[config.mk]
export PLATFORM = sky130hd
export DESIGN_NAME = link_frame_deframer_top
export DESIGN_NICKNAME = d
export VERILOG_FILES = /design/src/design/lfd_pkg.sv /design/src/design/lfd_regs.sv /design/src/design/lfd_core.sv /design/src/design/lfd_res_fifo.sv /design/src/design/link_frame_deframer_top.sv
export SDC_FILE = /design/constraint.sdc
export NUM_CORES = 1
export LEC_CHECK = 0
export ABC_AREA = 1
export BUFFER_PORTS_ARGS = -buffer_cell sky130_fd_sc_hd__clkbuf_2
export CORE_MARGIN = 2
export CORE_UTILIZATION = 60
export CTS_CLUSTER_SIZE = 20
export DETAILED_ROUTE_END_ITERATION = 8
export MAX_ROUTING_LAYER = met4
export PLACE_DENSITY = 0.86
export SETUP_SLACK_MARGIN = 0.02
export SYNTH_ARGS = -nofsm -noshare
export SYNTH_HDL_FRONTEND = slang
export SYNTH_HIERARCHICAL = 1
export SYNTH_SLANG_ARGS = --single-unit
[constraint.sdc]
create_clock -name i_clk -period 17 [get_ports i_clk]
set_input_delay 3.4 -clock i_clk [delete_from_list [all_inputs] [get_ports i_clk]]
set_output_delay 3.4 -clock i_clk [all_outputs]
set_load 0.1 [all_outputs]
[src/design/lfd_pkg.sv]
// Shared types and constants of the link frame deframer.
// No dependencies; imported by every module of the block.
`default_nettype none

package lfd_pkg;

    // Configuration port geometry: eight registers at byte addresses 4*i.
    localparam int PADDR_W = 5;
    localparam int PDATA_W = 32;

    // Register indexes (paddr[4:2]).
    localparam logic [2:0] REG_FLAG     = 3'd0;
    localparam logic [2:0] REG_ESCAPE   = 3'd1;
    localparam logic [2:0] REG_FLAG_SC  = 3'd2;
    localparam logic [2:0] REG_ESC_SC   = 3'd3;
    localparam logic [2:0] REG_ADDR_CMD = 3'd4;
    localparam logic [2:0] REG_ADDR_RPL = 3'd5;
    localparam logic [2:0] REG_INFO_MSK = 3'd6;
    localparam logic [2:0] REG_SU_MAP   = 3'd7;

    // Reset values of the registers.
    localparam logic [7:0]  RST_FLAG     = 8'd126;
    localparam logic [7:0]  RST_ESCAPE   = 8'd125;
    localparam logic [7:0]  RST_FLAG_SC  = 8'd94;
    localparam logic [7:0]  RST_ESC_SC   = 8'd93;
    localparam logic [7:0]  RST_ADDR_CMD = 8'd3;
    localparam logic [7:0]  RST_ADDR_RPL = 8'd1;
    localparam logic [7:0]  RST_INFO_MSK = 8'd191;
    localparam logic [15:0] RST_SU_MAP   = 16'd2218;

    // Result kinds.
    localparam logic [1:0] K_PAYLOAD  = 2'd0;
    localparam logic [1:0] K_SU_OK    = 2'd1;
    localparam logic [1:0] K_INFO_OK  = 2'd2;
    localparam logic [1:0] K_INFO_BAD = 2'd3;

    // Result queue geometry: room for two words per accepted byte.
    localparam int FIFO_DEPTH = 4;
    localparam int PTR_W      = 2;
    localparam int CNT_W      = 3;

    typedef struct packed {
        logic [7:0]  flag_byte;
        logic [7:0]  escape_byte;
        logic [7:0]  flag_stuff_code;
        logic [7:0]  escape_stuff_code;
        logic [7:0]  addr_command;
        logic [7:0]  addr_reply;
        logic [7:0]  info_ctrl_mask;
        logic [15:0] su_nibble_map;
    } t_cfg;

    typedef struct packed {
        logic [1:0] kind;
        logic [7:0] payload_byte;
        logic [7:0] frame_address;
        logic [7:0] frame_control;
        logic       last;
    } t_res;

    // Results released by one accepted byte, in order.
    typedef struct packed {
        logic [1:0] cnt;
        t_res       res0;
        t_res       res1;
    } t_step;

endpackage

`default_nettype wire

[src/design/lfd_regs.sv]
// Configuration registers of the link frame deframer behind the APB-style port.
// Depends on lfd_pkg for the register indexes, reset values and t_cfg.
`default_nettype none

module lfd_regs (
    input  logic                        i_clk,
    input  logic                        i_rst_n,
    input  logic                        i_wr,
    input  logic [2:0]                  i_index,
    input  logic [lfd_pkg::PDATA_W-1:0] i_wdata,
    output logic [lfd_pkg::PDATA_W-1:0] o_rdata,
    output lfd_pkg::t_cfg               o_cfg
);
    import lfd_pkg::*;

    t_cfg r_cfg;

    // Register writes; only the low bits of each word are kept.
    always_ff @(posedge i_clk) begin
        if (!i_rst_n) begin
            r_cfg.flag_byte         <= RST_FLAG;
            r_cfg.escape_byte       <= RST_ESCAPE;
            r_cfg.flag_stuff_code   <= RST_FLAG_SC;
            r_cfg.escape_stuff_code <= RST_ESC_SC;
            r_cfg.addr_command      <= RST_ADDR_CMD;
            r_cfg.addr_reply        <= RST_ADDR_RPL;
            r_cfg.info_ctrl_mask    <= RST_INFO_MSK;
            r_cfg.su_nibble_map     <= RST_SU_MAP;
        end else if (i_wr) begin
            case (i_index)
                REG_FLAG:     r_cfg.flag_byte         <= i_wdata[7:0];
                REG_ESCAPE:   r_cfg.escape_byte       <= i_wdata[7:0];
                REG_FLAG_SC:  r_cfg.flag_stuff_code   <= i_wdata[7:0];
                REG_ESC_SC:   r_cfg.escape_stuff_code <= i_wdata[7:0];
                REG_ADDR_CMD: r_cfg.addr_command      <= i_wdata[7:0];
                REG_ADDR_RPL: r_cfg.addr_reply        <= i_wdata[7:0];
                REG_INFO_MSK: r_cfg.info_ctrl_mask    <= i_wdata[7:0];
                REG_SU_MAP:   r_cfg.su_nibble_map     <= i_wdata[15:0];
                default: ;
            endcase
        end
    end

    // Read back, zero extended.
    always_comb begin
        case (i_index)
            REG_FLAG:     o_rdata = {24'd0, r_cfg.flag_byte};
            REG_ESCAPE:   o_rdata = {24'd0, r_cfg.escape_byte};
            REG_FLAG_SC:  o_rdata = {24'd0, r_cfg.flag_stuff_code};
            REG_ESC_SC:   o_rdata = {24'd0, r_cfg.escape_stuff_code};
            REG_ADDR_CMD: o_rdata = {24'd0, r_cfg.addr_command};
            REG_ADDR_RPL: o_rdata = {24'd0, r_cfg.addr_reply};
            REG_INFO_MSK: o_rdata = {24'd0, r_cfg.info_ctrl_mask};
            REG_SU_MAP:   o_rdata = {16'd0, r_cfg.su_nibble_map};
            default:      o_rdata = '0;
        endcase
    end

    assign o_cfg = r_cfg;

endmodule

`default_nettype wire

[src/design/lfd_core.sv]
// Frame recogniser: phase machine, destuffing, one-byte hold-back and XOR check.
// Depends on lfd_pkg for t_cfg, t_step and the result kinds.
`default_nettype none

module lfd_core (
    input  logic          i_clk,
    input  logic          i_rst_n,
    input  logic          i_accept,
    input  logic [7:0]    i_rx_byte,
    input  logic          i_abort,
    input  lfd_pkg::t_cfg i_cfg,
    output lfd_pkg::t_step o_step
);
    import lfd_pkg::*;

    localparam logic [2:0] PH_START  = 3'd0;
    localparam logic [2:0] PH_FLAG   = 3'd1;
    localparam logic [2:0] PH_ADDR   = 3'd2;
    localparam logic [2:0] PH_CTRL   = 3'd3;
    localparam logic [2:0] PH_SUWAIT = 3'd4;
    localparam logic [2:0] PH_DATA   = 3'd5;

    // Hold-back register together with the payload words it releases.
    typedef struct packed {
        logic       valid;
        logic [7:0] held;
        logic [7:0] check;
        logic [1:0] n;
        logic [7:0] b0;
        logic [7:0] b1;
    } t_hold;

    logic [2:0] r_phase,   n_phase;
    logic [7:0] r_saved_address, n_saved_address;
    logic [7:0] r_saved_control, n_saved_control;
    logic       r_held_valid, r_esc_pending, n_esc_pending;
    logic [7:0] r_held_byte, r_check;

    t_hold      h;
    logic       has_end;
    logic [1:0] end_kind;
    logic       is_info;
    logic       is_su;
    t_res       end_res;
    t_res       pay0_res;
    t_res       pay1_res;

    // Push a byte into the hold-back slot, releasing the old one as payload.
    function automatic t_hold deliver(input t_hold hin, input logic [7:0] b);
        t_hold ho;
        ho = hin;
        if (hin.valid) begin
            if (hin.n == 2'd0) begin
                ho.b0 = hin.held;
            end else begin
                ho.b1 = hin.held;
            end
            ho.n     = hin.n + 2'd1;
            ho.check = hin.check ^ hin.held;
        end
        ho.held  = b;
        ho.valid = 1'b1;
        return ho;
    endfunction

    // Next state and released results for the byte on the input.
    always_comb begin
        h               = '{valid: r_held_valid, held: r_held_byte, check: r_check,
                            n: 2'd0, b0: 8'd0, b1: 8'd0};
        n_phase         = r_phase;
        n_saved_address = r_saved_address;
        n_saved_control = r_saved_control;
        n_esc_pending   = r_esc_pending;
        has_end         = 1'b0;
        end_kind        = K_SU_OK;
        is_info         = (i_rx_byte & i_cfg.info_ctrl_mask) == 8'd0;
        is_su           = (i_rx_byte[6:4] == 3'd0) && i_cfg.su_nibble_map[i_rx_byte[3:0]];

        if (i_abort) begin
            n_phase       = PH_START;
            h.valid       = 1'b0;
            h.held        = 8'd0;
            h.check       = 8'd0;
            n_esc_pending = 1'b0;
        end else begin
            case (r_phase)
                PH_FLAG: begin
                    if (i_rx_byte == i_cfg.addr_command || i_rx_byte == i_cfg.addr_reply) begin
                        n_saved_address = i_rx_byte;
                        n_phase         = PH_ADDR;
                    end else begin
                        n_phase = PH_START;
                    end
                end
                PH_ADDR: begin
                    if (is_info || is_su) begin
                        n_saved_control = i_rx_byte;
                        n_phase         = PH_CTRL;
                    end else begin
                        n_phase = PH_START;
                    end
                end
                PH_CTRL: begin
                    if (i_rx_byte == (r_saved_address ^ r_saved_control)) begin
                        h.valid       = 1'b0;
                        h.held        = 8'd0;
                        h.check       = 8'd0;
                        n_esc_pending = 1'b0;
                        n_phase = ((r_saved_control & i_cfg.info_ctrl_mask) == 8'd0) ?
                                  PH_DATA : PH_SUWAIT;
                    end else begin
                        n_phase = PH_START;
                    end
                end
                PH_SUWAIT: begin
                    if (i_rx_byte == i_cfg.flag_byte) begin
                        has_end  = 1'b1;
                        end_kind = K_SU_OK;
                    end
                    n_phase = PH_START;
                end
                PH_DATA: begin
                    if (i_rx_byte == i_cfg.flag_byte) begin
                        // Closing flag: a dangling escape counts as a literal byte.
                        if (r_esc_pending) begin
                            h = deliver(h, i_cfg.escape_byte);
                        end
                        has_end  = 1'b1;
                        end_kind = (h.valid && h.held == h.check) ? K_INFO_OK : K_INFO_BAD;
                        h.valid       = 1'b0;
                        h.held        = 8'd0;
                        h.check       = 8'd0;
                        n_esc_pending = 1'b0;
                        n_phase       = PH_START;
                    end else if (r_esc_pending) begin
                        n_esc_pending = 1'b0;
                        if (i_rx_byte == i_cfg.flag_stuff_code) begin
                            h = deliver(h, i_cfg.flag_byte);
                        end else if (i_rx_byte == i_cfg.escape_stuff_code) begin
                            h = deliver(h, i_cfg.escape_byte);
                        end else begin
                            // Bad pair: literal escape, then the byte on its own.
                            h = deliver(h, i_cfg.escape_byte);
                            if (i_rx_byte == i_cfg.escape_byte) begin
                                n_esc_pending = 1'b1;
                            end else begin
                                h = deliver(h, i_rx_byte);
                            end
                        end
                    end else if (i_rx_byte == i_cfg.escape_byte) begin
                        n_esc_pending = 1'b1;
                    end else begin
                        h = deliver(h, i_rx_byte);
                    end
                end
                default: begin
                    n_phase = (i_rx_byte == i_cfg.flag_byte) ? PH_FLAG : PH_START;
                end
            endcase
        end
    end

    // Order the released words: payload first, end result last.
    always_comb begin
        end_res  = '{kind: end_kind, payload_byte: 8'd0, frame_address: r_saved_address,
                     frame_control: r_saved_control, last: 1'b1};
        pay0_res = '{kind: K_PAYLOAD, payload_byte: h.b0, frame_address: r_saved_address,
                     frame_control: r_saved_control, last: 1'b0};
        pay1_res = '{kind: K_PAYLOAD, payload_byte: h.b1, frame_address: r_saved_address,
                     frame_control: r_saved_control, last: 1'b0};
        o_step.cnt  = i_accept ? (h.n + {1'b0, has_end}) : 2'd0;
        o_step.res0 = (h.n != 2'd0) ? pay0_res : end_res;
        o_step.res1 = (h.n == 2'd2) ? pay1_res : end_res;
    end

    // Frame state, updated on each accepted byte.
    always_ff @(posedge i_clk) begin
        if (!i_rst_n) begin
            r_phase         <= PH_START;
            r_saved_address <= 8'd0;
            r_saved_control <= 8'd0;
            r_held_valid    <= 1'b0;
            r_held_byte     <= 8'd0;
            r_esc_pending   <= 1'b0;
            r_check         <= 8'd0;
        end else if (i_accept) begin
            r_phase         <= n_phase;
            r_saved_address <= n_saved_address;
            r_saved_control <= n_saved_control;
            r_held_valid    <= h.valid;
            r_held_byte     <= h.held;
            r_esc_pending   <= n_esc_pending;
            r_check         <= h.check;
        end
    end

endmodule

`default_nettype wire

[src/design/lfd_res_fifo.sv]
// Result queue: takes up to two words a cycle, hands out one word a cycle when popped.
// Depends on lfd_pkg for t_step, t_res and the queue geometry.
`default_nettype none

module lfd_res_fifo (
    input  logic                      i_clk,
    input  logic                      i_rst_n,
    input  lfd_pkg::t_step            i_step,
    input  logic                      i_pop,
    output lfd_pkg::t_res             o_head,
    output logic [lfd_pkg::CNT_W-1:0] o_count
);
    import lfd_pkg::*;

    t_res             r_mem [FIFO_DEPTH];
    logic [PTR_W-1:0] r_wptr, r_rptr;
    logic [CNT_W-1:0] r_count;
    logic [PTR_W-1:0] wptr_1;

    assign wptr_1 = r_wptr + PTR_W'(1);

    // Storage writes: first word at the write pointer, second one after it.
    always_ff @(posedge i_clk) begin
        if (i_step.cnt != 2'd0) begin
            r_mem[r_wptr] <= i_step.res0;
        end
        if (i_step.cnt == 2'd2) begin
            r_mem[wptr_1] <= i_step.res1;
        end
    end

    // Pointers and fill count.
    always_ff @(posedge i_clk) begin
        if (!i_rst_n) begin
            r_wptr  <= '0;
            r_rptr  <= '0;
            r_count <= '0;
        end else begin
            r_wptr  <= r_wptr + PTR_W'(i_step.cnt);
            r_rptr  <= r_rptr + PTR_W'(i_pop);
            r_count <= r_count + CNT_W'(i_step.cnt) - CNT_W'(i_pop);
        end
    end

    assign o_head  = r_mem[r_rptr];
    assign o_count = r_count;

endmodule

`default_nettype wire

[src/design/link_frame_deframer_top.sv]
// Channel   Direction  Handshake                Payload
// input     in         i_in_valid / o_in_stall  i_rx_byte, i_abort
// result    out        o_out_valid / i_out_stall o_kind, o_payload_byte, o_frame_address,
//                                               o_frame_control, o_last
// config    in         psel / penable / pwrite  paddr, pwdata, prdata, pready
//
// A byte is processed in the cycle it is accepted; its results (none, one or two words) are
// registered in the result queue and leave it in order, one word per cycle while not stalled.
// One byte can be accepted every cycle while the four-word result queue has room for two
// more words; the sustained rate is set by the one-word-a-cycle output side.
// Synchronous active-low reset returns frame state, queue and registers to defaults.
// Output stall only fills the queue; input stall rises once it holds three or more words.
// Top level of the link frame deframer; depends on lfd_pkg, lfd_regs, lfd_core and
// lfd_res_fifo.
`default_nettype none

module link_frame_deframer_top (
    input  logic                        i_clk,
    input  logic                        i_rst_n,
    input  logic                        i_in_valid,
    output logic                        o_in_stall,
    input  logic [7:0]                  i_rx_byte,
    input  logic                        i_abort,
    output logic                        o_out_valid,
    input  logic                        i_out_stall,
    output logic [1:0]                  o_kind,
    output logic [7:0]                  o_payload_byte,
    output logic [7:0]                  o_frame_address,
    output logic [7:0]                  o_frame_control,
    output logic                        o_last,
    input  logic                        psel,
    input  logic                        penable,
    input  logic                        pwrite,
    input  logic [lfd_pkg::PADDR_W-1:0] paddr,
    input  logic [lfd_pkg::PDATA_W-1:0] pwdata,
    output logic [lfd_pkg::PDATA_W-1:0] prdata,
    output logic                        pready
);
    import lfd_pkg::*;

    t_cfg             cfg;
    t_step            step;
    t_res             head;
    logic [CNT_W-1:0] count;
    logic             accept;
    logic             pop;
    logic             cfg_wr;

    // Handshakes.
    assign pready      = 1'b1;
    assign cfg_wr      = psel & penable & pwrite & pready;
    assign o_in_stall  = count > CNT_W'(FIFO_DEPTH - 2);
    assign accept      = i_in_valid & ~o_in_stall;
    assign o_out_valid = count != '0;
    assign pop         = o_out_valid & ~i_out_stall;

    lfd_regs u_regs (
        .i_clk   (i_clk),
        .i_rst_n (i_rst_n),
        .i_wr    (cfg_wr),
        .i_index (paddr[4:2]),
        .i_wdata (pwdata),
        .o_rdata (prdata),
        .o_cfg   (cfg)
    );

    lfd_core u_core (
        .i_clk     (i_clk),
        .i_rst_n   (i_rst_n),
        .i_accept  (accept),
        .i_rx_byte (i_rx_byte),
        .i_abort   (i_abort),
        .i_cfg     (cfg),
        .o_step    (step)
    );

    lfd_res_fifo u_fifo (
        .i_clk   (i_clk),
        .i_rst_n (i_rst_n),
        .i_step  (step),
        .i_pop   (pop),
        .o_head  (head),
        .o_count (count)
    );

    // Result word fields.
    assign o_kind          = head.kind;
    assign o_payload_byte  = head.payload_byte;
    assign o_frame_address = head.frame_address;
    assign o_frame_control = head.frame_control;
    assign o_last          = head.last;

endmodule

`default_nettype wire

Yosys cells after proc, flatten, opt, wreduce, memory -nomap -nowiden
Memories as Yosys holds them, arrays and structs flattened. A register that Yosys moved wholly into a read port is not among the register bits.
Cells that the tools add are included.

word-level totals
  memory bits (writable) = 108
  logic and storage cells = 150
  memories kept = 1
  bits in registers = 116
  input bits = 53
  output and inout port bits = 62

memory list
  memory        depth  bits a word  read ports  clocked after memory_dff  wr ports  RTL line            text
  u_fifo.r_mem  4      27           1           1                         2         lfd_res_fifo.sv:15  t_res r_mem [FIFO_DEPTH];

cells by class
  bitwise logic cells = 12
  $add $sub $neg = 7
  reductions and logical operators = 27
  multiplexer cells = 58
  eq/ne operators = 25
  magnitude comparators = 2

operator list
  kind                                                             number
  35-bit 2-to-1 mux                                                9
  32-bit one-hot mux with 8 select lines                           1
  26-bit 2-to-1 mux                                                7
  8-bit == test                                                    8
  27-bit 2-to-1 mux                                                2
  18-bit 2-to-1 mux                                                2
  17-bit 2-to-1 mux                                                2
  34-bit 2-to-1 mux                                                1
  17-bit one-hot mux with 2 select lines                           1
  8-bit XOR                                                        3
  3-bit == test, second input constant                             6
  1-bit 2-to-1 mux                                                 18
  2-bit AND reduction                                              9
  8-bit AND                                                        2
  8-bit zero test                                                  2
  8-bit 2-to-1 mux                                                 2
  3-bit one-hot mux with 5 select lines                            1
  2-bit 2-to-1 mux                                                 7
  3-bit by 2-bit == test with 1-bit output, second input constant  4
  4-bit AND reduction                                              3
  3-bit 2-to-1 mux                                                 3
  3-bit by 1-bit == test with 1-bit output, second input constant  2
  3-bit zero test                                                  2
  3-bit by 2-bit != test with 1-bit output, second input constant  2
  other kinds (20)                                                 32

Logic depth before layout (Yosys ltp)
Gate-level depths: netlist of the first run.

  word-level depth = 22
  mapped depth = 23
  depth with buffers taken out = 22

Modules after synthesis
The synthesis of the first run kept the hierarchy.

modules (own cells, without submodules)
  module                   seq. area each (um^2)  area an instance (um^2)  cells each  times used
  lfd_res_fifo             3,383.2                6,319.8                  639         1
  lfd_core                 740.7                  4,401.7                  788         1
  lfd_regs                 1,441.4                3,523.4                  476         1
  link_frame_deframer_top  0.0                    63.8                     12          1

Least setup slack after synthesis of the first run
No wires, ideal clock.

  path type = input to output
  start point = in paddr[3] (netlist bit)
  end point = out prdata[10] (netlist bit)
  setup slack = 8,620 ps
  data required time = 13,600 ps
  data arrival time = 4,980 ps
  stages on the path = 3
  path buffers = 1
  cell sequence = buf_6 -> nand3_2 -> nor2_1

on the way
  cells in the longest elaborated chain, start to end = 2
  elaborated cells between the ends (all ways) = 9
  classes of those cells = eq/ne: 7; mux: 1; reduce/logical: 1

RTL lines
  what                                         RTL line                       text
  start, declared                              link_frame_deframer_top.sv:34  input logic [lfd_pkg::PADDR_W-1:0] paddr,
  3-bit == test, or another cell as far along  lfd_regs.sv:46                 case (i_index)
  32-bit one-hot mux with 8 select lines (*)   lfd_regs.sv:46
  end, declared                                link_frame_deframer_top.sv:36  output logic [lfd_pkg::PDATA_W-1:0] prdata,

Every way passes the cells marked *; elsewhere a longest branch is shown, timed or not. The select of a mux whose other input is x is not followed.

Final worst setup path of the first run
  start point = in paddr[4] (netlist bit)
  end point = out prdata[1] (netlist bit)

The elaborated chain is that of the path after synthesis.

==> insert_results.sql, run 1 <==
INSERT INTO impl_metrics (metric_group, metric, value, unit) VALUES
('yosys', 'synth.cells.most_frequent', '514 x nand2_1, 212 x nor2_1, 192 x inv_1', ''),
('hold_path', 'hold_path.startpoint', 'u_core/r_check[6]$_SDFFE_PN0P_', ''),
('yosys', 'yosys.area.top_type', 'edfxtp_1', ''),
('timing', 'max_slew_margin', '0.254', ''),
('critical_path', 'critPathArrivalTime', '5440', 'ps'),
('yosys', 'synth_async_sr_flop_share', '0', ''),
('timing', 'worst_clock_skew', '15.0', 'ps'),
('critical_path', 'end_kind', 'primary output', ''),
('grt', 'grt_antenna_before_repair', '0', ''),
('timing', 'final_critical_delay_including_setup_and_external_delays', '8840', 'ps'),
('grt', 'via_count_of_the_first_global_routing_pass', '11300', ''),
('die', 'die_area', '0.0251', 'mm²'),
('die', 'initial_utilization', '0.610', ''),
('yosys', 'synth_edf_count', '108', ''),
('detailed_routing', 'detailed_route_iter0_violations', '1252', ''),
('place', 'place_congestion', '0.970', ''),
('timing', 'layout_setup_ws', '8160', 'ps'),
('finish', 'finish.net_count', '1979', ''),
('critical_path', 'worstPathRequired', '13600', 'ps'),
('grt', 'gr-usage-all-layers', '0.298', ''),
('clock_network', 'cts.htree.levels', '1', ''),
('timing', 'fin_crit_sh', '0.520', ''),
('yosys', 'yosysUniqueCellTypes', '52', ''),
('finish', 'diodes', '0', ''),
('yosys', 'ff_latch_count_synth', '224', ''),
('yosys', 'ys_warn_count', '6', ''),
('finish', 'finalNonFillerCells', '2255', ''),
('timing', 'hold_vio_cnt_final', '0', ''),
('place', 'placement.io_buffers', '79', ''),
('grt', 'grt.overflow.total', '0', ''),
('pwr', 'leakagePower', '6.71', 'nW'),
('die', 'die_w', '158', 'µm'),
('timing', 'fmaxAchievable', '113', 'MHz'),
('hold_path', 'hold_path_depth', '2', ''),
('critical_path', 'critical_path.reg2reg.startpoint', 'u_regs/o_cfg[63]$_SDFFE_PN0P_', ''),
('hold_path', 'hp-class', 'reg -> reg', ''),
('die', 'placementRows', '56', ''),
('clock_network', 'buffers_inserted_during_post_cts_setup_optimization', '0', ''),
('clock_network', 'tritoncts.num_buffers', '24', ''),
('detailed_routing', 'postRouteAntennaNets', '0', ''),
('yosys', 'ys.flop_type', 'dfxtp_1', ''),
('clock_network', 'clock_insertion_delay_worst_skew', '530', 'ps'),
('finish', 'drive_gt1_frac', '0.173', ''),
('timing', 'max_slew.worst_pin.slew', '1120', 'ps'),
('status', 'outcome', 'finished clean', ''),
('detailed_routing', 'routed_wl_per_cell', '16.3', 'µm'),
('die', 'area_of_the_core', '0.0235', 'mm²'),
('timing', 'final.setup.tns', '0', 'ps'),
('detailed_routing', 'remaining_drc_errors', '0', ''),
('critical_path', 'timing.critical_path.fanout_max', '31', ''),
('timing', 'final-setup-viol-count', '0', ''),
('grt', 'grt_max_degree', '110', ''),
('clock_network', 'path_clk_slew', '50', 'ps'),
('yosys', 'synth_top_area_frac', '0.227', ''),
('hold_path', 'hold_end', 'u_core/r_check[6]$_SDFFE_PN0P_', ''),
('yosys', 'synth_seq_area_share', '0.389', ''),
('clock_network', 'postCtsHoldBufs', '0', ''),
('detailed_routing', 'route.final.wire_length', '36800', 'µm'),
('yosys', 'ys_top_cells_by_area', 'edfxtp_1 23%, dfxtp_1 16%, nand2_1 13%, nor2_1 5.6%, inv_1 5.0%', ''),
('yosys', 'post_synth_instance_area', '0.0143', 'mm²'),
('yosys', 'synth_most_common_cell', 'nand2_1', ''),
('die', 'die_height', '158', 'µm'),
('timing', 'final_max_slew_viol_count', '0', ''),
('critical_path', 'worst-setup-path-type', 'in -> out', ''),
('clock_network', 'cts_resized', '0', ''),
('die', 'pin_count', '115', ''),
('detailed_routing', 'via_count', '12600', ''),
('critical_path', 'worstReg2RegEnd', 'u_fifo/r_mem[3][20]$_DFFE_PP_', ''),
('finish', 'area_delta_synth_final', '5.80', '%'),
('place', 'detailed_place_hpwl', '24800', 'µm'),
('pwr', 'power_per_unit_of_standard_cell_area', '110', 'mW/mm²');
layer usage:
metal,track usage,up-vias,wire (µm),share of wire
li1,-,6204,-,-
met1,0.381,5831,15500,0.42
met2,0.495,515,17400,0.47
met3,0.0286,69,2620,0.071
met4,0.107,0,1200,0.033
met5,-,-,0,0
registers in the layout, indices dropped and copies added (netlist names):
register                flops
u_fifo/r_wptr               2
u_core/r_esc_pending        1
u_core/r_saved_address      8
u_core/r_saved_control      8
u_core/r_held_valid         1
u_core/r_phase              3
u_fifo/r_mem              108
u_core/r_check              8
u_core/r_held_byte          8
u_fifo/o_count              3
u_fifo/r_rptr               2
u_regs/o_cfg               72
layout make-up:
class	instances	area (µm²)
well taps	319	399
clock buffers	38	713
multi-input cells	1362	7100
fillers	2038	8330
clock inverters	6	72.6
repair buffers	86	448
flip-flops and latches	224	5570
inverters	220	837
cell families after synthesis:
group                    share of synthesized area
AO/OA/AOI/OAI                                0.164
adder cells (fa/ha/maj)                    0.00752
AND/OR/NAND/NOR                              0.292
flip-flops                                   0.389
other                                     0.000525
buffers and inverters                        0.122
XOR/XNOR                                    0.0251
power by group:
part / total (mW) / switching [mW] / internal [mW]
combinational: 0.562 / 0.476 / 0.0858
clock: 0.517 / 0.214 / 0.303
sequential: 0.582 / 0.0143 / 0.568
cells in the final DEF (no fill, tap or decap), types with 43 or more instances in the layout:
master / synthesis / final
inv_1: 192 / 192
edfxtp_1: 108 / 108
o211ai_1: 49 / 49
o21ai_0: 69 / 69
nor2_1: 212 / 212
dfxtp_1: 116 / 114
clkbuf_2: 0 / 79
o21ai_1: 43 / 43
a21oi_1: 69 / 69
o21ai_2: 82 / 82
nand4_1: 46 / 46
nand3_1: 69 / 69
nand2_1: 514 / 514
how the worst max path moves through the flow:
stage / startpoint / endpoint / slack (ps) / cells past startpoint
final: paddr[4] / prdata[1] / 8160 / 8
after global routing: paddr[4] / prdata[1] / 8030 / 8
after CTS: paddr[4] / prdata[1] / 8210 / 8
after detailed placement: paddr[4] / prdata[1] / 8220 / 8
after global placement: paddr[4] / prdata[1] / 8230 / 8
after floorplan: paddr[3] / prdata[10] / 8620 / 3
per-stage QoR:
stage / instance area [µm²] / util / hold WS, ps / total power, mW
CTS: 15100 / 0.645 / 466 / 1.67
global route: 15100 / 0.645 / 490 / 1.72
finish: 15100 / 0.645 / 465 / 1.66
floorplan: 14400 / - / 445 / 1.08
detailed placement: 14400 / 0.611 / 457 / 1.15
global placement: 14400 / 0.611 / 456 / 1.14
critical path: stages:
cell	delay, ps
clkbuf_2	490
inv_2	420
nor2_4	280
nand2_1	80
nand2_1	120
nor2_1	60
nand3_1	90
clkbuf_2	470
Power figures use the tool's default switching activity.
==> run 2, diff against run 1 <==
- clock period: 17 -> 9.1 ns (I/O delays scaled with it)
==> run 2 against run 1 <==
  * Final area grew 0.40%
  * Worst hold slack gained 18 ps
  * Total power grew 80%
  * Core utilization grew 0.26 points
  * Critical endpoint is now u_fifo/r_mem[3][20]$_DFFE_PP_
  * Register-to-register slack lost 7800 ps
  * Non-clock buffer count shrank 1
==> insert_results.sql, run 2 (same netlist as run 1, synthesis figures left out) <==
INSERT INTO impl_metrics (metric_group, metric, value, unit) VALUES
('place', 'place_worst_setup_slack', '2410', 'ps'),
('clock_network', 'cts_num_sinks', '224', ''),
('clock_network', 'path_clk_slew', '60', 'ps'),
('finish', 'multi_input_area', '0.00710', 'mm²'),
('flow_run', 'timing.max_cap.violations', '0', ''),
('timing', 'final.setup.tns', '0', 'ps'),
('place', 'place_congestion', '0.973', ''),
('grt', 'grt_first_pass_wirelength', '58300', 'µm'),
('clock_network', 'cts_resized', '0', ''),
('detailed_routing', 'route.final.wire_length', '37200', 'µm'),
('critical_path', 'critical-path-top-cell-by-count', 'nand2_1', ''),
('detailed_routing', 'detailed_route_iter0_violations', '1095', ''),
('clock_network', 'cts_max_path_buffers', '3', ''),
('timing', 'fin_crit_sh', '0.676', ''),
('clock_network', 'buffers_inserted_during_post_cts_setup_optimization', '0', ''),
('clock_network', 'cts_tree', 'yes', ''),
('clock_network', 'clock_insertion_delay_worst_skew', '550', 'ps'),
('detailed_routing', 'remaining_drc_errors', '0', ''),
('finish', 'final_design_area_no_fill', '0.0152', 'mm²'),
('finish', 'layout.cells.most_common', 'nand2_1', ''),
('die', 'die_w', '158', 'µm'),
('clock_network', 'tritoncts.num_buffers', '25', ''),
('finish', 'finish.net_count', '1979', ''),
('detailed_routing', 'met2_wirelength', '17800', 'µm'),
('critical_path', 'worstPathRequired', '9300', 'ps'),
('critical_path', 'timing.critical_path.slowest_stage_cell', 'nor2_2', ''),
('detailed_routing', 'via_count', '12700', ''),
('grt', 'grt_max_degree', '110', ''),
('grt', 'gr-usage-all-layers', '0.302', ''),
('finish', 'largest_register_ffs', '108', ''),
('finish', 'final.fill_count', '2015', ''),
('timing', 'final-setup-viol-count', '0', ''),
('die', 'area_of_the_core', '0.0235', 'mm²'),
('grt', 'grt_antenna_before_repair', '0', ''),
('timing', 'max_slew.worst_pin.slew', '1130', 'ps'),
('pwr', 'comb_power_share', '0.283', ''),
('die', 'placementRows', '56', ''),
('detailed_routing', 'firstDrtPassIters', '6', ''),
('finish', 'drive_gt1_frac', '0.174', ''),
('timing', 'final_max_slew_viol_count', '0', ''),
('finish', 'top_register', 'u_fifo/r_mem', ''),
('critical_path', 'worst-setup-path-type', 'in -> reg', ''),
('detailed_routing', 'wl_met1', '15300', 'µm'),
('finish', 'sequential_cell_area', '0.00557', 'mm²'),
('timing', 'hold_vio_cnt_final', '0', ''),
('timing', 'finalHoldWorstSlack', '483', 'ps'),
('die', 'initial_utilization', '0.610', ''),
('hold_path', 'hp-class', 'reg -> reg', ''),
('die', 'die_area', '0.0251', 'mm²'),
('detailed_routing', 'routed_via_density', '5.62', ''),
('clock_network', 'clock_tree.root_cell', 'clkbuf_16', ''),
('status', 'outcome', 'finished clean', ''),
('detailed_routing', 'routed_wl_per_cell', '16.5', 'µm'),
('finish', 'area_delta_synth_final', '6.23', '%'),
('place', 'detailed_place_hpwl', '24900', 'µm'),
('critical_path', 'critical_path.cell_chain', 'clkbuf_2, inv_2, nand2_1, nand2_1, nor2_1, nand2_1, nor2_2, inv_1, ha_1, a21oi_2, nand3_2, nand2_1, inv_1, ha_1, a21oi_1, inv_2, nor2_8, nand2_4, o21ai_2, buf_4', ''),
('timing', 'max_slew_margin', '0.249', ''),
('finish', 'mostFrequentLayoutCells', '514 x nand2_1, 212 x nor2_1, 192 x inv_1, 114 x dfxtp_1, 108 x edfxtp_1', ''),
('critical_path', 'timing.critical_path.fanout_max', '55', ''),
('pwr', 'power_per_unit_of_standard_cell_area', '196', 'mW/mm²'),
('pwr', 'clockPowerShare', '0.353', ''),
('timing', 'rsz0062_at_grt', 'false', ''),
('timing', 'layout_setup_ws', '2950', 'ps'),
('die', 'pin_count', '115', ''),
('pwr', 'leakagePower', '6.64', 'nW'),
('critical_path', 'end_kind', 'flip-flop', ''),
('grt', 'grt.overflow.total', '0', ''),
('clock_network', 'postCtsHoldBufs', '0', ''),
('pwr', 'sw_frac_of_total', '0.384', ''),
('pwr', 'peakVddDrop', '219', 'µV'),
('critical_path', 'timing.critical_path.from_type', 'primary input', ''),
('timing', 'worst_clock_skew', '19.8', 'ps'),
('place', 'placement.io_buffers', '79', ''),
('detailed_routing', 'met3RoutedLength', '2620', 'µm'),
('detailed_routing', 'top_layer_used', 'met4', ''),
('timing', 'fmaxAchievable', '162', 'MHz'),
('pwr', 'p_int', '1.84', 'mW'),
('pwr', 'p_switching', '1.15', 'mW'),
('grt', 'via_count_of_the_first_global_routing_pass', '11600', ''),
('clock_network', 'cts.htree.levels', '1', ''),
('die', 'die_height', '158', 'µm'),
('finish', 'diodes', '0', ''),
('pwr', 'seq_power_share', '0.365', ''),
('timing', 'final_critical_delay_including_setup_and_external_delays', '6150', 'ps'),
('critical_path', 'critPathArrivalTime', '6360', 'ps'),
('detailed_routing', 'postRouteAntennaNets', '0', ''),
('place', 'post_dp_cell_area', '0.0143', 'mm²'),
('critical_path', 'critPathMaxStageDelay', '490', 'ps');
## run 2: area by class of cell
type | instances | share of cell area
flip-flops and latches | 224 | 0.366
well taps | 319 | 0.0263
clock buffers | 37 | 0.0475
multi-input cells | 1362 | 0.467
clock inverters | 8 | 0.00873
inverters | 220 | 0.0551
repair buffers | 85 | 0.0290
## run 2: per-stage QoR
stage	power [mW]	cells	util
6_report	2.98	2255	0.648
2_1_floorplan	1.83	1930	-
3_5_place_dp	1.95	2210	0.611
4_1_cts	2.99	2255	0.648
5_1_grt	3.09	2255	0.648
3_3_place_gp	1.93	2210	0.611
## run 2: worst paths after layout
path                                      start                             to  slack (ps)  cells after the start
setup / recovery                   i_rx_byte[0]  u_fifo/r_mem[3][20]$_DFFE_PP_        2950                     20
hold / removal    u_regs/o_cfg[11]$_SDFFE_PN1P_  u_regs/o_cfg[11]$_SDFFE_PN1P_         480                      2
setup reg to reg  u_regs/o_cfg[63]$_SDFFE_PN0P_  u_fifo/r_mem[3][20]$_DFFE_PP_        4280                     19
hold reg to reg   u_regs/o_cfg[11]$_SDFFE_PN1P_  u_regs/o_cfg[11]$_SDFFE_PN1P_         480                      2
## run 2: worst max-delay path, delay by kind of cell
family | cells | cell delay, ps
compound gates | 3 | 710
fa+ha+maj | 2 | 470
buf+inv | 6 | 1520
simple gates | 9 | 1780
## run 2: power groups by stage
stage / combinational (mW) / clock [mW] / sequential, mW
finish: 0.843 / 1.05 / 1.09
floorplan: 0.743 / 0 / 1.09
global placement: 0.827 / 0 / 1.11
global route: 0.902 / 1.09 / 1.09
CTS: 0.841 / 1.06 / 1.09
detailed placement: 0.839 / 0 / 1.11
## run 2: layer usage
metal | GRT usage | up-vias
li1 | - | 6193
met3 | 0.0373 | 102
met4 | 0.128 | 0
met1 | 0.372 | 5860
met5 | - | -
met2 | 0.505 | 525
==> run 3, diff against run 2 <==
- clock period: 9.1 -> 5.7 ns (I/O delays scaled with it)
==> run 3 against run 2 <==
  * Sequential power increased by 64%
  * Die area unchanged
  * Sequential share of layout area about the same
  * Combinational power increased by 90%
  * Cell count increased by 0.53%
  * Critical path depth unchanged
  * Global-route usage decreased by 0.075 points
  * Critical path type unchanged
==> insert_results.sql, run 3 (same netlist as run 1, synthesis figures left out) <==
INSERT INTO impl_metrics (metric_group, metric, value, unit) VALUES
('hold_path', 'hold_path.startpoint', 'u_core/r_check[6]$_SDFFE_PN0P_', ''),
('clock_network', 'cts_max_path_buffers', '3', ''),
('grt', 'grt.overflow.total', '0', ''),
('finish', 'largest_register_ffs', '108', ''),
('detailed_routing', 'routed_via_density', '5.66', ''),
('clock_network', 'postCtsHoldBufs', '0', ''),
('critical_path', 'family_of_cells_with_the_greatest_summed_delay_on_the_critical_path', 'simple AND/OR/NAND/NOR gates', ''),
('critical_path', 'critPathMaxStageDelay', '400', 'ps'),
('grt', 'grt_antenna_before_repair', '0', ''),
('clock_network', 'cts.htree.levels', '1', ''),
('finish', 'mostFrequentLayoutCells', '514 x nand2_1, 212 x nor2_1, 192 x inv_1, 114 x dfxtp_1, 108 x edfxtp_1', ''),
('critical_path', 'critPathArrivalTime', '4870', 'ps'),
('die', 'initial_utilization', '0.610', ''),
('place', 'place.detailed.instances', '2225', ''),
('detailed_routing', 'postRouteAntennaNets', '0', ''),
('critical_path', 'worstPathRequired', '5910', 'ps'),
('timing', 'finalHoldWorstSlack', '464', 'ps'),
('finish', 'final.fill_count', '1958', ''),
('finish', 'area_delta_synth_final', '6.28', '%'),
('timing', 'final-setup-viol-count', '0', ''),
('clock_network', 'buffers_inserted_during_post_cts_setup_optimization', '0', ''),
('finish', 'final_design_area_no_fill', '0.0152', 'mm²'),
('grt', 'grt_first_pass_wirelength', '58000', 'µm'),
('finish', 'layout.cells.most_common', 'nand2_1', ''),
('place', 'post_dp_cell_area', '0.0145', 'mm²'),
('clock_network', 'path_clk_slew', '60', 'ps'),
('finish', 'post-route-util', '0.648', ''),
('timing', 'rsz0062_at_grt', 'false', ''),
('critical_path', 'worst-setup-path-type', 'in -> reg', ''),
('hold_path', 'hp-class', 'reg -> reg', ''),
('timing', 'fmaxAchievable', '215', 'MHz'),
('critical_path', 'critical-path-top-cell-by-count', 'nand2_4', ''),
('finish', 'finalNonFillerCells', '2267', ''),
('pwr', 'peakVddDrop', '287', 'µV'),
('detailed_routing', 'detailed_route_iter0_violations', '1154', ''),
('finish', 'finish.net_count', '1993', ''),
('clock_network', 'tritoncts.num_buffers', '24', ''),
('flow_run', 'timing.max_cap.violations', '0', ''),
('timing', 'max_slew.worst_pin.slew', '1160', 'ps'),
('detailed_routing', 'remaining_drc_errors', '0', ''),
('detailed_routing', 'routed_wl_per_cell', '16.5', 'µm'),
('clock_network', 'cts_resized', '0', ''),
('grt', 'gr-usage-all-layers', '0.302', ''),
('place', 'place_congestion', '1.01', ''),
('finish', 'diodes', '0', ''),
('timing', 'final_critical_delay_including_setup_and_external_delays', '4660', 'ps'),
('critical_path', 'timing.critical_path.fanout_max', '32', ''),
('timing', 'final_max_slew_viol_count', '0', ''),
('timing', 'max_slew_margin', '0.227', ''),
('status', 'outcome', 'finished clean', ''),
('critical_path', 'timing.critical_path.slowest_stage_cell', 'a21oi_1', ''),
('die', 'die_area', '0.0251', 'mm²'),
('critical_path', 'critical_path.cell_chain', 'clkbuf_2, inv_2, nand2_1, nand4_1, nor2_1, nand2_4, nand2_4, nor2_4, nand2_2, nand3_2, nand2_1, inv_1, ha_1, o21ai_0, a21oi_1, inv_2, nor2_8, nand2_4, o31ai_4, buf_4', ''),
('timing', 'final.setup.tns', '0', 'ps'),
('clock_network', 'clock_tree.root_cell', 'clkbuf_16', ''),
('timing', 'worst_clock_skew', '17.7', 'ps'),
('die', 'area_of_the_core', '0.0235', 'mm²'),
('place', 'placement.io_buffers', '79', ''),
('critical_path', 'critPathLaunch', 'i_rx_byte[3]', ''),
('finish', 'drive_gt1_frac', '0.179', ''),
('grt', 'grt_max_degree', '62', ''),
('timing', 'hold_vio_cnt_final', '0', ''),
('grt', 'via_count_of_the_first_global_routing_pass', '11500', ''),
('detailed_routing', 'firstDrtPassIters', '8', ''),
('clock_network', 'clock_insertion_delay_worst_skew', '540', 'ps'),
('die', 'placementRows', '56', ''),
('finish', 'top_register', 'u_fifo/r_mem', ''),
('die', 'die_height', '158', 'µm'),
('clock_network', 'cts_num_sinks', '224', ''),
('critical_path', 'critical_path.reg2reg.startpoint', 'u_core/r_esc_pending$_SDFFE_PN0P_', ''),
('clock_network', 'cts_tree', 'yes', ''),
('pwr', 'leakagePower', '6.76', 'nW'),
('timing', 'fin_crit_sh', '0.818', ''),
('die', 'die_w', '158', 'µm'),
('critical_path', 'timing.critical_path.from_type', 'primary input', ''),
('place', 'detailed_place_hpwl', '25700', 'µm'),
('die', 'pin_count', '115', ''),
('critical_path', 'end_kind', 'flip-flop', ''),
('pwr', 'power_per_unit_of_standard_cell_area', '320', 'mW/mm²'),
('detailed_routing', 'route.final.wire_length', '37500', 'µm'),
('detailed_routing', 'via_count', '12800', ''),
('critical_path', 'worst_path_buf_inv', '5', '');
## run 3: path summary, 6_finish.rpt
kind | end | slack, ps | cells after the start
setup / recovery | u_fifo/r_mem[2][18]$_DFFE_PP_ | 1040 | 20
hold / removal | u_core/r_check[6]$_SDFFE_PN0P_ | 460 | 2
setup reg to reg | u_fifo/r_mem[2][18]$_DFFE_PP_ | 1510 | 14
hold reg to reg | u_core/r_check[6]$_SDFFE_PN0P_ | 460 | 2
## run 3: metal layers
layer / GRT usage / wire (µm)
met4: 0.106 / 1210
met1: 0.380 / 15100
met2: 0.504 / 17800
met5: - / 0
met3: 0.0384 / 3350
## run 3: final cells by class
cell class	instances	area, µm²	share of cell area
Clock buffer	30	643	0.0423
Timing Repair Buffer	100	566	0.0372
Clock inverter	12	93.8	0.00617
Multi-Input combinational cell	1362	7100	0.467
Tap cell	319	399	0.0262
Sequential cell	224	5570	0.366
Inverter	220	837	0.0550
## run 3: metrics by stage
stage	power [mW]	setup slack, ps
3_3_place_gp	3.39	712
3_5_place_dp	3.41	624
4_1_cts	4.87	1160
6_report	4.86	1040
2_1_floorplan	3.18	-43.6
5_1_grt	5.04	862
## run 3: power by group
group          total (mW)  internal (mW)  leakage, nW  switching [mW]
registers            1.79           1.69         1.91          0.0917
clock network        1.48          0.841        0.358           0.641
logic                1.60          0.254         4.49            1.34
total                4.86           2.79         6.76            2.08
## run 3: tightest hold or removal path: cells and delay by family, from the launching register on
kind            cells  cell delay (ps)
flops               1              310
simple gates        1               60
compound gates      1               50
